--- src/hdl/mi3_pkg.sv ---
package mi3_pkg;

  localparam int FRAC_BITS_DEF = 16;

  localparam int ENTRY_W = 16;
  localparam int PROD_W  = 32;
  localparam int COF_W   = 32;
  localparam int CMAG_W  = 31;
  localparam int DPROD_W = 48;
  localparam int DET_W   = 49;
  localparam int DMAG_W  = 48;
  localparam int INV_W   = 48;
  localparam int N_ELEM  = 9;

  typedef logic signed [ENTRY_W-1:0] entry_t;
  typedef logic signed [COF_W-1:0]   cof_t;
  typedef logic signed [DET_W-1:0]   det_t;
  typedef logic signed [INV_W-1:0]   inv_t;

endpackage

--- src/hdl/mi3_merge.sv ---
module mi3_merge
  import mi3_pkg::*;
#(
  parameter int FracBits = FRAC_BITS_DEF,
  localparam int NB = CMAG_W + FracBits,
  localparam int QX_W = NB + INV_W
)(
  input  logic          clk_i,
  input  logic          rst_ni,
  input  logic          valid_i,
  input  logic [NB-1:0] quo_i [N_ELEM],
  input  logic          neg_i [N_ELEM],
  input  det_t          det_i,
  output logic          done_o,
  output inv_t          inv_o [N_ELEM],
  output det_t          det_o,
  output logic          singular_o
);

  localparam logic [QX_W-1:0] POS_LIM = QX_W'({1'b0, {(INV_W-1){1'b1}}});
  localparam logic [QX_W-1:0] NEG_LIM = QX_W'({1'b1, {(INV_W-1){1'b0}}});

  logic done_q;
  logic sing;
  inv_t inv_d [N_ELEM];
  inv_t inv_q [N_ELEM];
  det_t det_q;
  logic sing_q;

  assign sing = (det_i == '0);

  always_comb begin
    logic [QX_W-1:0] qx;
    for (int i = 0; i < N_ELEM; i++) begin
      qx = QX_W'(quo_i[i]);
      if (sing) begin
        inv_d[i] = '0;
      end else if (neg_i[i]) begin
        inv_d[i] = (qx > NEG_LIM) ? inv_t'(NEG_LIM[INV_W-1:0]) : -inv_t'(qx[INV_W-1:0]);
      end else begin
        inv_d[i] = (qx > POS_LIM) ? inv_t'(POS_LIM[INV_W-1:0]) : inv_t'(qx[INV_W-1:0]);
      end
    end
  end

  always_ff @(posedge clk_i or negedge rst_ni) begin
    if (!rst_ni) begin
      done_q <= 1'b0;
    end else begin
      done_q <= valid_i;
    end
  end

  always_ff @(posedge clk_i) begin
    for (int i = 0; i < N_ELEM; i++) inv_q[i] <= inv_d[i];
    det_q  <= det_i;
    sing_q <= sing;
  end

  assign done_o     = done_q;
  assign det_o      = det_q;
  assign singular_o = sing_q;
  always_comb begin
    for (int i = 0; i < N_ELEM; i++) inv_o[i] = inv_q[i];
  end

endmodule

--- config.mk ---
export PLATFORM = sky130hd
export DESIGN_NAME = mi3_merge
export DESIGN_NICKNAME = d
export VERILOG_FILES = /design/src/hdl/mi3_pkg.sv /design/src/hdl/mi3_merge.sv
export SDC_FILE = /design/constraint.sdc
export NUM_CORES = 1
export LEC_CHECK = 0
export BUFFER_PORTS_ARGS = -buffer_cell sky130_fd_sc_hd__buf_2
export CAP_MARGIN = 10
export CORE_AREA = 2 2 373 375
export CTS_CLUSTER_SIZE = 8
export DETAILED_ROUTE_END_ITERATION = 6
export DIE_AREA = 0 0 375 377
export PLACE_DENSITY = 0.35
export SYNTH_ARGS = -nofsm -noshare
export SYNTH_HDL_FRONTEND = slang
export SYNTH_SLANG_ARGS = --single-unit
--- constraint.sdc ---
create_clock -name clk_i -period 0.8 [get_ports clk_i]
set_clock_uncertainty 0.2 [all_clocks]
set_input_delay 0.08 -clock clk_i [delete_from_list [all_inputs] [get_ports clk_i]]
set_output_delay 0.08 -clock clk_i [all_outputs]
set_load 0.05 [all_outputs]
==> results.py <==
metrics = {
    "layout": {
        "post-route-util": 0.3983,
        "final_nets": 5336,
        "drive_above_1_share": 0.6387,
        "area_growth_syn_to_layout_pct": 145.9,
    },
    "routing": {
        "drt-initial-drc-count": 1155,
        "wl_per_cell_um": 21.72,
        "vias": 28820,
        "drc": 0,
        "ant_nets": 0,
        "first_pass_iters": 5,
        "drt-total-wl_mm": 145.2,
        "avgViaCountPerCell": 4.312,
    },
    "yosys": {
        "synth_area_leaders": "dfxtp_1 (43%), xor2_1 (12%), nor2_1 (6.7%), o41ai_1 (3.9%), o31ai_1 (3.8%)",
        "synth_commonest_cells": "dfxtp_1 (482), nor2_1 (397), xor2_1 (303)",
        "synthArstFlopShare": 0.002070,
        "yosysTopAreaCell": "dfxtp_1",
        "synth_area_um2": 22190,
        "synth_nets": 2971,
        "ys_types": 63,
        "synth_most_common_cell": "dfxtp_1",
        "synth_ff_type": "dfxtp_1",
        "avgSynthCellArea_um2": 8.956,
        "synth_edf_count": 0,
        "synth.top_cell.area_share": 0.4348,
        "synth.yosys.seq_area_share": 0.4359,
        "syn_inst": 2478,
        "ys_ff_latch": 483,
        "ys_warn_count": 0,
    },
    "pwr": {
        "p_per_area_nw_per_um2": 1620,
        "ir_drop_mv": 1.560,
        "total_power_uw": 88380,
        "p_leak_uw": 0.02412,
    },
    "global_route": {
        "grt_pass1_wl_mm": 200.8,
        "grt_overflow": 0,
        "first_global_vias": 29570,
        "grt_max_degree": 31,
        "grt_use_total": 0.1929,
        "antenna_found_initial": 54,
    },
    "sta": {
        "setup_viol": 916,
        "fin_ws_ns": -0.9908,
        "hold_slack_ns": -0.5238,
        "hold_viol": 439,
        "final_max_slew_viol_count": 0,
        "period_needed_ns": 1.791,
        "worstMarginPinSlew_ns": 0.5581,
        "finalSetupTns_ns": -649.30,
        "rsz0062_at_grt": "true",
        "slew_headroom": 0.6275,
        "post-route-period-util": 2.239,
        "max_freq_mhz": 558.4,
    },
    "worst_setup_path": {
        "crit_slowest_cell": "or4b_4",
        "critPathArrivalTime_ns": 2.17,
        "worst_path_largest_cell_delay_ns": 0.64,
        "critPathRequiredTime_ns": 1.18,
        "setup.worst_path.end_class": "register",
        "crit_buf_inv": 1,
        "crit_family": "simple AND/OR/NAND/NOR gates",
        "critPathKind": "in2reg",
        "cp_cell_sequence": "buf_6, or4_4, or4b_4, or3_4, o31ai_4, mux2i_1",
        "cp_max_fo": 8,
        "cp-start-kind": "input port",
    },
    "cts": {
        "cts_tree": "yes",
        "clock-sinks": 483,
        "cts_root_buffer": "clkbuf_16",
        "numCtsBuffers": 74,
        "htree_levels": 3,
        "clk_pin_slew_ns": 0.06,
        "cts_buffer_depth": 3,
    },
    "floorplan": {
        "std_cell_rows": 136,
        "initial_utilization": 0.1620,
        "die_h_um": 377,
        "die_area_um2": 141400,
        "core_area_um2": 137000,
        "fp.dieW_um": 375,
        "io_pins": 967,
    },
    "outcome": {
        "violations": "hold timing, setup timing",
        "outcome": "finished, violations left",
    },
    "placement": {
        "port_buffers": 966,
        "pre_cts_ws_ns": -1.713,
        "gp_congestion": 0.9295,
        "dp_hpwl_mm": 108.1,
    },
    "min_path": {
        "hp-class": "in2reg",
    },
    "flow_run": {
        "maxCapViolations": 0,
    },
}
==> metal layers <==
| layer | vias up | part of all wire | track usage |
|---|---|---|---|
| met2 | 926 | 0.49 | 0.3393 |
| met1 | 13850 | 0.40 | 0.2226 |
| met4 | 34 | 0.030 | 0.06010 |
| met5 | - | 0.0015 | 0 |
| li1 | 13760 | - | - |
| met3 | 244 | 0.075 | 0.05867 |
==> cell usage in the layout, fill, tap and decap left out, types with 19 or more instances in the layout <==
cell type	netlist	layout
nor2_1	397	288
nand3_1	38	33
buf_8	0	232
dfxtp_4	0	49
buf_16	0	36
nand2_1	141	120
nor4_1	84	40
dfxtp_2	0	432
nor3_1	77	50
nand2b_1	46	31
nand4_1	50	50
buf_2	39	463
a21oi_2	0	19
o31ai_4	2	32
nor2_4	0	34
a21oi_1	44	22
mux2i_1	38	36
dlygate4sd3_1	0	376
buf_12	0	232
nor4_2	3	35
o31ai_1	112	76
or3_1	62	47
diode_2	0	21
clkbuf_16	0	88
nor3_2	1	22
o21ai_0	78	66
nor2_2	0	75
buf_6	3	190
or2_2	21	19
inv_1	35	31
buf_4	0	867
o41ai_2	23	33
o41ai_4	1	53
xor2_1	303	288
o41ai_1	100	38
==> worst paths after layout <==
kind,startpoint,end,depth (start not counted),slack (ns)
max in group asynchronous,rst_ni,done_o,3,0.21
hold / removal,quo_i[0],inv_q[0][384],3,-0.52
setup / recovery,quo_i[58],inv_q[0][382],6,-0.99
min in group asynchronous,rst_ni,done_o,3,0.08
==> tightest hold or removal path, delay by kind of cell <==
family / cells / cell delay (ns)
buf+inv: 2 / 0.17
simple gates: 1 / 0.04
==> registers in the layout (all words and copies together), names as in the netlist <==
register    count
det_o          49
done_o          1
singular_o      1
inv_q         432
==> logic make-up after synthesis <==
kind of cell               synth area share
AOI/OAI and AO/OA                    0.1578
xor gates and xnor gates             0.1251
adders and majority gates          0.005074
buffers and inverters               0.03112
DFF                                  0.4359
muxes                               0.01714
and+or+nand+nor                      0.2278
==> area by class of cell <==
cell class	count	area (µm²)
fillers	13490	82420
multi-input cells	1830	15270
diodes	21	52.55
well taps	1794	2245
clock inverters	10	141.4
clock buffers	91	1986
repair buffers	2418	24320
flip-flops and latches	483	10400
inverters	36	153.9
==> report_power, final <==
group	total, µW	switching [µW]	leakage [µW]	internal, µW
registers	28800	1920	0.00410	26900
clock network	30400	12500	0.00105	17900
logic	29100	15500	0.0190	13600
==> stage by stage <==
| step | cells | hold WS [ns] | area, µm² |
|---|---|---|---|
| 4_1_cts | 6605 | -0.6016 | 51720 |
| 3_3_place_gp | 6029 | -0.3452 | 39830 |
| 5_1_grt | 6680 | -0.5609 | 54560 |
| 6_report | 6683 | -0.5238 | 54560 |
| 3_5_place_dp | 6029 | -0.3432 | 39830 |
| 2_1_floorplan | 2478 | -0.4156 | 23910 |
==> what timing repair did <==
action	4_1_cts	5_1_grt
endpoints found under the setup margin	916	916
hold endpoints to repair	483	452
setup buffers	48	76
hold buffers	395	68
pin swaps	125	195
gates cloned	35	17
resized for setup	1156	479
(Power assumes the default switching activity.)
